**src/rtl/cgo_pkg.sv**
```systemverilog
package cgo_pkg;

    localparam int CW = 13;                       // width of frame sizes and coordinates
    localparam logic [CW-1:0] MAX_SIDE = 13'd4096;
    localparam logic [1:0] CFG_WIDTH  = 2'd0;
    localparam logic [1:0] CFG_HEIGHT = 2'd1;

    // divide by 100 for values below 4096: (v * RECIP100) >> QSHIFT
    localparam logic [10:0] RECIP100 = 11'd1311;
    localparam int QSHIFT = 17;

    localparam logic [7:0] GRID_ALPHA = 8'd112;
    localparam logic [7:0] TICK_ALPHA = 8'd176;
    localparam logic [7:0] BOX_ALPHA  = 8'd208;
    localparam logic [7:0] TICK_GREEN = 8'd224;

    typedef struct packed {
        logic gx;
        logic gy;
        logic cbox;
        logic cglyph;
        logic rbox;
        logic rglyph;
        logic ttop;
        logic tbot;
        logic tleft;
        logic tright;
    } t_marks;

    // (old*(255-a) + c*a + 127) / 255, exact for sums below 65535
    function automatic logic [7:0] blend_ch(input logic [7:0] old, input logic [7:0] c,
                                            input logic [7:0] a);
        logic [16:0] t;
        logic [16:0] s;
        t = 17'(old) * 17'(8'd255 - a) + 17'(c) * 17'(a) + 17'd127;
        s = t + (t >> 8) + 17'd1;
        return s[15:8];
    endfunction

    function automatic logic [31:0] mix(input logic [31:0] px, input logic [7:0] r,
                                        input logic [7:0] g, input logic [7:0] b,
                                        input logic [7:0] a);
        return {px[31:24], blend_ch(px[23:16], b, a), blend_ch(px[15:8], g, a),
                blend_ch(px[7:0], r, a)};
    endfunction

endpackage

```
**src/rtl/coordinate_grid_overlay_unit.sv**
```systemverilog
// Coordinate overlay for a pixel stream: each pixel word (x, y, RGBA) comes out with
// cyan grid lines every 100 pixels, boxed decimal labels for them and yellow edge ticks
// every 25 pixels blended over it; alpha is kept and pixels outside the frame pass
// untouched. The block takes one word per clock while its output is taken and passes each
// word through seven pipeline registers (three for the divide by 100 and label hit tests,
// four for the chain of blends). When the output is not taken the whole pipeline holds.
// The user must write frame width and height on the config port only while no word is in
// flight; the block does not enforce this. Values above 4096 are held at 4096.
module coordinate_grid_overlay_unit import cgo_pkg::*; (
    input  logic        i_clk,
    input  logic        i_rst_n,
    input  logic        i_valid,
    output logic        o_ready,
    input  logic [11:0] i_pixel_x,
    input  logic [11:0] i_pixel_y,
    input  logic [31:0] i_pixel_in,
    output logic        o_valid,
    input  logic        i_ready,
    output logic [31:0] o_pixel_out,
    input  logic        i_cfg_we,
    input  logic [1:0]  i_cfg_idx,
    input  logic [12:0] i_cfg_data
);

    logic [CW-1:0] r_width, r_height;
    logic [CW-1:0] w_cfg_val;
    logic          w_adv;
    logic          w_lv;
    logic [31:0]   w_lpx;
    t_marks        w_marks;

    assign w_adv     = !o_valid || i_ready;
    assign o_ready   = w_adv;
    assign w_cfg_val = (i_cfg_data > MAX_SIDE) ? MAX_SIDE : i_cfg_data;

    always_ff @(posedge i_clk) begin
        if (!i_rst_n) begin
            r_width  <= 13'd640;
            r_height <= 13'd480;
        end else if (i_cfg_we) begin
            case (i_cfg_idx)
                CFG_WIDTH:  r_width  <= w_cfg_val;
                CFG_HEIGHT: r_height <= w_cfg_val;
                default: begin
                end
            endcase
        end
    end

    cgo_locate u_locate (
        .i_clk    (i_clk),
        .i_rst_n  (i_rst_n),
        .i_adv    (w_adv),
        .i_valid  (i_valid),
        .i_x      (i_pixel_x),
        .i_y      (i_pixel_y),
        .i_px     (i_pixel_in),
        .i_width  (r_width),
        .i_height (r_height),
        .o_valid  (w_lv),
        .o_px     (w_lpx),
        .o_marks  (w_marks)
    );

    cgo_compose u_compose (
        .i_clk   (i_clk),
        .i_rst_n (i_rst_n),
        .i_adv   (w_adv),
        .i_valid (w_lv),
        .i_px    (w_lpx),
        .i_marks (w_marks),
        .o_valid (o_valid),
        .o_px    (o_pixel_out)
    );

endmodule

```
**src/rtl/cgo_locate.sv**
```systemverilog
module cgo_locate import cgo_pkg::*; (
    input  logic          i_clk,
    input  logic          i_rst_n,
    input  logic          i_adv,
    input  logic          i_valid,
    input  logic [11:0]   i_x,
    input  logic [11:0]   i_y,
    input  logic [31:0]   i_px,
    input  logic [CW-1:0] i_width,
    input  logic [CW-1:0] i_height,
    output logic          o_valid,
    output logic [31:0]   o_px,
    output t_marks        o_marks
);

    typedef struct packed {
        logic          ok;
        logic [6:0]    q;
        logic [5:0]    lw;
        logic [CW-1:0] lx;
        logic [CW-1:0] ly;
    } t_label;

    function automatic logic [5:0] lw_of(input logic [6:0] q);
        if (q == 7'd0) begin
            return 6'd8;
        end else if (q < 7'd10) begin
            return 6'd24;
        end
        return 6'd32;
    endfunction

    function automatic logic [2:0] glyph_row(input logic [3:0] dv, input logic [2:0] row);
        logic [14:0] g;
        case (dv)
            4'd0:    g = {3'd7, 3'd5, 3'd5, 3'd5, 3'd7};
            4'd1:    g = {3'd2, 3'd6, 3'd2, 3'd2, 3'd7};
            4'd2:    g = {3'd7, 3'd1, 3'd7, 3'd4, 3'd7};
            4'd3:    g = {3'd7, 3'd1, 3'd7, 3'd1, 3'd7};
            4'd4:    g = {3'd5, 3'd5, 3'd7, 3'd1, 3'd1};
            4'd5:    g = {3'd7, 3'd4, 3'd7, 3'd1, 3'd7};
            4'd6:    g = {3'd7, 3'd4, 3'd7, 3'd5, 3'd7};
            4'd7:    g = {3'd7, 3'd1, 3'd1, 3'd1, 3'd1};
            4'd8:    g = {3'd7, 3'd5, 3'd7, 3'd5, 3'd7};
            4'd9:    g = {3'd7, 3'd5, 3'd7, 3'd1, 3'd7};
            default: g = '0;
        endcase
        case (row)
            3'd0:    return g[14:12];
            3'd1:    return g[11:9];
            3'd2:    return g[8:6];
            3'd3:    return g[5:3];
            3'd4:    return g[2:0];
            default: return 3'd0;
        endcase
    endfunction

    // value shown is 100*q: digits are q (or its tens and ones) followed by zeros
    function automatic logic glyph_bit(input logic [6:0] q, input logic [4:0] rx,
                                       input logic [3:0] ry);
        logic [17:0] tp;
        logic [3:0]  tens;
        logic [3:0]  ones;
        logic [3:0]  dv;
        logic [2:0]  cx;
        logic [2:0]  cxm;
        logic [3:0]  rym;
        logic [2:0]  bits;
        tp   = 18'(q) * 18'd205;
        tens = 4'(tp >> 11);
        ones = 4'(q - 7'(tens) * 7'd10);
        cx   = rx[2:0];
        if (q < 7'd10) begin
            dv = (rx[4:3] == 2'd0) ? q[3:0] : 4'd0;
        end else begin
            dv = (rx[4:3] == 2'd0) ? tens : ((rx[4:3] == 2'd1) ? ones : 4'd0);
        end
        if (cx < 3'd1 || cx > 3'd6 || ry < 4'd1 || ry > 4'd10) begin
            return 1'b0;
        end
        cxm  = cx - 3'd1;
        rym  = ry - 4'd1;
        bits = glyph_row(dv, rym[3:1]);
        return bits[2'd2 - cxm[2:1]];
    endfunction

    // stage 1: quotients by 100
    logic          r1_v, r1_in;
    logic [11:0]   r1_x, r1_y;
    logic [31:0]   r1_px;
    logic [6:0]    r1_qx, r1_qy, r1_qw, r1_qh;
    logic [22:0]   w_mx, w_my;
    logic [23:0]   w_mw, w_mh;

    assign w_mx = 23'(i_x) * 23'(RECIP100);
    assign w_my = 23'(i_y) * 23'(RECIP100);
    assign w_mw = 24'(i_width - 13'd1) * 24'(RECIP100);
    assign w_mh = 24'(i_height - 13'd1) * 24'(RECIP100);

    always_ff @(posedge i_clk) begin
        if (!i_rst_n) begin
            r1_v <= 1'b0;
        end else if (i_adv) begin
            r1_v <= i_valid;
        end
        if (i_adv) begin
            r1_x  <= i_x;
            r1_y  <= i_y;
            r1_px <= i_px;
            r1_in <= (13'(i_x) < i_width) && (13'(i_y) < i_height);
            r1_qx <= 7'(w_mx >> QSHIFT);
            r1_qy <= 7'(w_my >> QSHIFT);
            r1_qw <= 7'(w_mw >> QSHIFT);
            r1_qh <= 7'(w_mh >> QSHIFT);
        end
    end

    // stage 2: remainders, label placement, grid and tick marks
    logic [6:0]    w_rx, w_ry;
    logic [6:0]    w_aqx, w_aqy;
    logic          w_tx, w_ty;
    logic [CW-1:0] w_xx, w_yy, w_cly;
    logic [6:0]    w_q [4];
    logic          w_base [4];
    t_label        n_lab [4];
    t_marks        n2_m;
    logic          r2_v;
    logic [11:0]   r2_x, r2_y;
    logic [31:0]   r2_px;
    t_label        r2_lab [4];
    t_marks        r2_m;

    assign w_xx  = 13'(r1_x);
    assign w_yy  = 13'(r1_y);
    assign w_rx  = 7'(w_xx - 13'(r1_qx) * 13'd100);
    assign w_ry  = 7'(w_yy - 13'(r1_qy) * 13'd100);
    assign w_aqx = (w_rx >= 7'd2) ? r1_qx : r1_qx - 7'd1;
    assign w_aqy = (w_ry >= 7'd2) ? r1_qy : r1_qy - 7'd1;
    assign w_tx  = (w_rx == 7'd25) || (w_rx == 7'd50) || (w_rx == 7'd75);
    assign w_ty  = (w_ry == 7'd25) || (w_ry == 7'd50) || (w_ry == 7'd75);
    assign w_cly = (i_height < 13'd14) ? i_height - 13'd12 : 13'd2;

    // column labels: nearest one left of the pixel and the last one; rows likewise
    assign w_q[0]    = w_aqx;
    assign w_q[1]    = r1_qw;
    assign w_q[2]    = w_aqy;
    assign w_q[3]    = r1_qh;
    assign w_base[0] = r1_in && (r1_x >= 12'd2);
    assign w_base[1] = r1_in;
    assign w_base[2] = r1_in && (r1_y >= 12'd2) && (w_aqy != 7'd0);
    assign w_base[3] = r1_in && (r1_qh != 7'd0);

    always_comb begin
        for (int k = 0; k < 4; k++) begin
            logic [CW-1:0] req;
            logic [CW-1:0] lim;
            n_lab[k].q  = w_q[k];
            n_lab[k].lw = lw_of(w_q[k]);
            n_lab[k].ok = w_base[k] && (13'(n_lab[k].lw) <= i_width) && (i_height >= 13'd12);
            req = 13'(w_q[k]) * 13'd100 + 13'd2;
            if (k < 2) begin
                lim = i_width - 13'(n_lab[k].lw);
                n_lab[k].lx = (req < lim) ? req : lim;
                n_lab[k].ly = w_cly;
            end else begin
                lim = i_height - 13'd12;
                n_lab[k].ly = (req < lim) ? req : lim;
                lim = i_width - 13'(n_lab[k].lw);
                n_lab[k].lx = (lim < 13'd2) ? lim : 13'd2;
            end
        end
        n2_m        = '0;
        n2_m.gx     = r1_in && (w_rx == 7'd0);
        n2_m.gy     = r1_in && (w_ry == 7'd0);
        n2_m.ttop   = r1_in && w_tx && (r1_y < 12'd7);
        n2_m.tbot   = r1_in && w_tx && (i_height > 13'd7) && (w_yy >= i_height - 13'd7);
        n2_m.tleft  = r1_in && w_ty && (r1_x < 12'd7);
        n2_m.tright = r1_in && w_ty && (i_width > 13'd7) && (w_xx >= i_width - 13'd7);
    end

    always_ff @(posedge i_clk) begin
        if (!i_rst_n) begin
            r2_v <= 1'b0;
        end else if (i_adv) begin
            r2_v <= r1_v;
        end
        if (i_adv) begin
            r2_x   <= r1_x;
            r2_y   <= r1_y;
            r2_px  <= r1_px;
            r2_lab <= n_lab;
            r2_m   <= n2_m;
        end
    end

    // stage 3: box and glyph hits
    logic   w_box [4];
    logic   w_gly [4];
    t_marks n3_m;
    logic   r3_v;
    logic [31:0] r3_px;
    t_marks r3_m;

    always_comb begin
        for (int k = 0; k < 4; k++) begin
            logic [CW-1:0] dx;
            logic [CW-1:0] dy;
            dx = 13'(r2_x) - r2_lab[k].lx;
            dy = 13'(r2_y) - r2_lab[k].ly;
            w_box[k] = r2_lab[k].ok && (13'(r2_x) >= r2_lab[k].lx) &&
                       (dx < 13'(r2_lab[k].lw)) && (13'(r2_y) >= r2_lab[k].ly) &&
                       (dy < 13'd12);
            w_gly[k] = w_box[k] && glyph_bit(r2_lab[k].q, dx[4:0], dy[3:0]);
        end
        n3_m        = r2_m;
        n3_m.cbox   = w_box[0] || w_box[1];
        n3_m.cglyph = w_gly[0] || w_gly[1];
        n3_m.rbox   = w_box[2] || w_box[3];
        n3_m.rglyph = w_gly[2] || w_gly[3];
    end

    always_ff @(posedge i_clk) begin
        if (!i_rst_n) begin
            r3_v <= 1'b0;
        end else if (i_adv) begin
            r3_v <= r2_v;
        end
        if (i_adv) begin
            r3_px <= r2_px;
            r3_m  <= n3_m;
        end
    end

    assign o_valid = r3_v;
    assign o_px    = r3_px;
    assign o_marks = r3_m;

endmodule

```
**src/rtl/cgo_compose.sv**
```systemverilog
module cgo_compose import cgo_pkg::*; (
    input  logic        i_clk,
    input  logic        i_rst_n,
    input  logic        i_adv,
    input  logic        i_valid,
    input  logic [31:0] i_px,
    input  t_marks      i_marks,
    output logic        o_valid,
    output logic [31:0] o_px
);

    localparam logic [31:0] WHITE_RGB = 32'h00FF_FFFF;

    logic [31:0] n4_px, n5_px, n6_px, n7_px;
    logic [31:0] r4_px, r5_px, r6_px, r7_px;
    t_marks      r4_m, r5_m;
    logic        r4_v, r5_v, r6_v, r7_v;
    logic        r6_tl, r6_tr;

    always_comb begin
        // grid column, column label box
        n4_px = i_px;
        if (i_marks.gx) begin
            n4_px = mix(n4_px, 8'd0, 8'd255, 8'd255, GRID_ALPHA);
        end
        if (i_marks.cbox) begin
            n4_px = mix(n4_px, 8'd0, 8'd0, 8'd0, BOX_ALPHA);
        end
        // column glyph, grid row, row label box
        n5_px = r4_px;
        if (r4_m.cglyph) begin
            n5_px = {r4_px[31:24], 24'hFF_FFFF} | WHITE_RGB;
        end
        if (r4_m.gy) begin
            n5_px = mix(n5_px, 8'd0, 8'd255, 8'd255, GRID_ALPHA);
        end
        if (r4_m.rbox) begin
            n5_px = mix(n5_px, 8'd0, 8'd0, 8'd0, BOX_ALPHA);
        end
        // row glyph, top and bottom ticks
        n6_px = r5_px;
        if (r5_m.rglyph) begin
            n6_px = {r5_px[31:24], 24'hFF_FFFF};
        end
        if (r5_m.ttop) begin
            n6_px = mix(n6_px, 8'd255, TICK_GREEN, 8'd0, TICK_ALPHA);
        end
        if (r5_m.tbot) begin
            n6_px = mix(n6_px, 8'd255, TICK_GREEN, 8'd0, TICK_ALPHA);
        end
        // left and right ticks
        n7_px = r6_px;
        if (r6_tl) begin
            n7_px = mix(n7_px, 8'd255, TICK_GREEN, 8'd0, TICK_ALPHA);
        end
        if (r6_tr) begin
            n7_px = mix(n7_px, 8'd255, TICK_GREEN, 8'd0, TICK_ALPHA);
        end
    end

    always_ff @(posedge i_clk) begin
        if (!i_rst_n) begin
            r4_v <= 1'b0;
            r5_v <= 1'b0;
            r6_v <= 1'b0;
            r7_v <= 1'b0;
        end else if (i_adv) begin
            r4_v <= i_valid;
            r5_v <= r4_v;
            r6_v <= r5_v;
            r7_v <= r6_v;
        end
        if (i_adv) begin
            r4_px <= n4_px;
            r4_m  <= i_marks;
            r5_px <= n5_px;
            r5_m  <= r4_m;
            r6_px <= n6_px;
            r6_tl <= r5_m.tleft;
            r6_tr <= r5_m.tright;
            r7_px <= n7_px;
        end
    end

    assign o_valid = r7_v;
    assign o_px    = r7_px;

endmodule

```
**config.mk**
```make
export PLATFORM = sky130hd
export DESIGN_NAME = coordinate_grid_overlay_unit
export DESIGN_NICKNAME = d
export VERILOG_FILES = /design/src/rtl/cgo_pkg.sv /design/src/rtl/coordinate_grid_overlay_unit.sv /design/src/rtl/cgo_locate.sv /design/src/rtl/cgo_compose.sv
export SDC_FILE = /design/constraint.sdc
export NUM_CORES = 2
export LEC_CHECK = 0
export BUFFER_PORTS_ARGS = -buffer_cell sky130_fd_sc_hd__buf_2
export CELL_PAD_IN_SITES_DETAIL_PLACEMENT = 1
export CELL_PAD_IN_SITES_GLOBAL_PLACEMENT = 1
export CORE_UTILIZATION = 57
export CTS_BUF_LIST = sky130_fd_sc_hd__clkbuf_2
export CTS_CLUSTER_DIAMETER = 200
export DETAILED_ROUTE_END_ITERATION = 7
export PLACE_DENSITY_LB_ADDON = 0.08
export SLEW_MARGIN = 20
export SYNTH_ARGS = -nofsm -noshare
export SYNTH_HDL_FRONTEND = slang
export SYNTH_SLANG_ARGS = --single-unit
```
**constraint.sdc**
```tcl
create_clock -name i_clk -period 22.8 [get_ports i_clk]
set_input_delay 3.42 -clock i_clk [delete_from_list [all_inputs] [get_ports i_clk]]
set_output_delay 3.42 -clock i_clk [all_outputs]
set_load 0.05 [all_outputs]
```
==> results by group <==
Cells and area
  – Multi-input combinational cell area: 63,500 µm²
  – Final core occ: 0.608
  – Layout cells sized above 1: 0.0545
  – Sequential Area: 14,600 µm²
  – Filler instances: 17,200
  – Area grow syn2layout: 5.29%
  – Layout Nets: 12,100

Synth
  – Syn Area/Cell: 9.31 µm²
  – Top post-synthesis cells by count: 1,907 x inv_1, 1,835 x ha_1, 711 x fa_1, 504 x nor2_1, 502 x a21oi_1
  – Synth top area share: 0.268
  – Mapped Cells: 9,205
  – Yosys warnings: 0
  – Yosys top cell by area: ha_1
  – Main synth FF type: edfxtp_1
  – Post-Syn Area: 85,700 µm²
  – Seq cells post-synth: 498
  – Most frequent cell after synthesis: inv_1
  – EDFF count, synth: 465
  – Async SR Flop Fraction: 0
  – Synth unique cells: 108
  – Synth top area cells: ha_1 27%, fa_1 17%, edfxtp_1 16%
  – Register area share after synthesis: 0.171

Clock network
  – Clock root buffer: clkbuf_2
  – Sink Count: 498
  – CTS tree: built
  – Clock transition at path regs: 110 ps
  – Cts repair resizes: 0
  – Clock insertion delay at the later pin of the skew report: 1700 ps
  – # hold bufs at CTS: 0
  – Bufs on Longest Clock Path: 3
  – Max H-tree Level: 4
  – Setup Fix Bufs, Post-CTS: 0
  – TritonCTS Buffers: 149

Routing
  – DR DRC count: 0
  – DR WL/cell: 19.2 µm
  – Final WL: 222,000 µm
  – Antenna Violating Nets Remaining: 0
  – Vias per cell: 5.66
  – Via count: 65,400
  – Detailed Route Iter0 Violations: 2,535
  – Drt pass-1 iters: 6

Setup path
  – Critical path fanouts, max: 7
  – WP data arrival: 15,270 ps
  – Worst r2r src: u_compose.r6_px[13]
  – Critical path capture point type: flop
  – CP Launch Type: flop
  – Required time of the critical path: 24,100 ps
  – Kind of critical path: reg2reg
  – CP max stage delay: 610 ps
  – Crit-path slowest cell: edfxtp_1
  – Critical Path End: u_compose.o_px[14]
  – Critical Path Start: u_compose.r6_px[13]
  – Crit-path most repeated cell: inv_1
  – R2R setup slack: 8830 ps
  – R2r endpoint: u_compose.o_px[14]
  – Worst reg-to-reg path cell count: 57

Die
  – Die area: 152,000 µm²
  – Initial core utilization: 0.577
  – Chip height: 390 µm
  – Placeable Area: 148,000 µm²
  – Die Wd: 390 µm
  – Rows: 141
  – Io pins: 110

STA
  – FMAX: 71.6 MHz
  – Post-route setup slack: 8830 ps
  – Hold Fails Final Rpt: 0
  – Slew Limit Fails: 0
  – Setup tns final: 0 ps
  – Slew headroom: 0.182
  – Tmin final: 13,970 ps
  – Worst-Margin Slew: 1230 ps
  – RSZ-0062 raised after global routing: false
  – Final-report setup violation count: 0
  – Layout Skew: 173 ps
  – Tcrit/Tclk final: 0.613

Flow run
  – Max_cap viols: 0

Hold path
  – Hold Crit Class: reg2reg
  – Hold Startpoint: u_compose.r4_px[28]

GRT
  – Number of global-route vias before repair: 74,100
  – Largest net degree at the start of global routing: 102
  – Overall global routing resource usage: 0.299
  – Total grt overflow: 0
  – Initial antenna violation count: 5
  – Global-route wire length before repair: 370,000 µm

Placed design
  – Place WS: 8850 ps
  – Buffers on Ports: 109
  – Routability congestion estimate: 0.905
  – Post-DP HPWL: 187,000 µm

Run status
  – Status: finished clean
==> worst min-delay path by stage <==
stage / endpoint / slack [ps] / depth (start not counted)
after floorplan: u_compose.o_px[24] / 400 / 0
after global placement: u_locate.o_px[24] / 400 / 0
after detailed placement: u_locate.o_px[26] / 410 / 0
after CTS: u_compose.r5_px[29] / 330 / 0
after global routing: u_compose.o_px[24] / 360 / 0
final: u_compose.r5_px[28] / 350 / 0
==> state kept, by name (all words and copies together), names as in the netlist, 13 cells and up <==
name and cells:
u_locate.r1_px 32, u_compose.r5_px 32, u_compose.r6_px 32, u_locate.r2_lab 135, u_compose.o_px 32, u_locate.o_px 32, u_compose.r4_px 32, r_height 13
r_width 13, u_locate.r2_px 32
==> layer usage <==
layer  wire length [µm]  track usage  part of all wire
met1              94600        0.360              0.43
met2             115000        0.553              0.52
met3               6640       0.0349             0.030
met4               6270       0.0903             0.028
met5                 28            0           0.00013
==> cell families (layout without fill, tap and decap cells) <==
kind of cell	Yosys count	in the layout	synth area share
other	2	32	0.0000877
buffers and inverters	2014	2331	0.0884
AOI/OAI and AO/OA	1679	1679	0.127
DFF	498	498	0.171
muxes	81	81	0.00999
xor gates and xnor gates	717	717	0.0743
adders and majority gates	2556	2556	0.435
and+or+nand+nor	1658	1658	0.0942
==> critical path: cells and delay by family (launching register included) <==
family	cells	cell delay (ps)
multiplexers	1	150
buffers and inverters	8	810
XOR/XNOR	4	970
AO/OA/AOI/OAI	21	4390
adder cells (fa/ha/maj)	11	4820
AND/OR/NAND/NOR	12	1920
flip-flops	1	610
==> final cells by class <==
type	instances	share of cell area
diodes	10	0.000277
clock inverters	63	0.00441
well taps	2002	0.0278
flip-flops and latches	498	0.162
inverters	1916	0.0798
multi-input cells	6713	0.705
clock buffers	194	0.0108
repair buffers	158	0.0102
==> metrics by stage <==
stage          cells  hold WS (ps)  cell area (µm²)
6_report       11600           345            90200
3_3_place_gp   11300           400            88800
5_1_grt        11600           356            90200
2_1_floorplan   9225           400            85700
3_5_place_dp   11300           406            88800
4_1_cts        11500           335            90200
==> cell usage in the layout (no fill, tap or decap), drive strengths merged, types with 28 or more instances in the layout <==
cell / n
nand4: 40
inv: 1921
a211oi: 43
nand2: 379
or2: 55
nor2: 504
and3: 56
nand3: 109
and2: 53
o21bai: 100
nand2b: 99
nor3: 119
o211ai: 36
dfxtp: 33
xnor2: 488
o21ai: 320
xor2: 223
mux2i: 68
nor2b: 99
o21a: 108
clkbuf: 194
or3: 28
fa: 711
a21o: 240
a21boi: 35
ha: 1835
a31oi: 38
edfxtp: 465
buf: 158
a21oi: 504
clkinv: 54
Power is not shown: default switching activity piles up to over one toggle a cycle in this logic, so the estimate is an artifact.
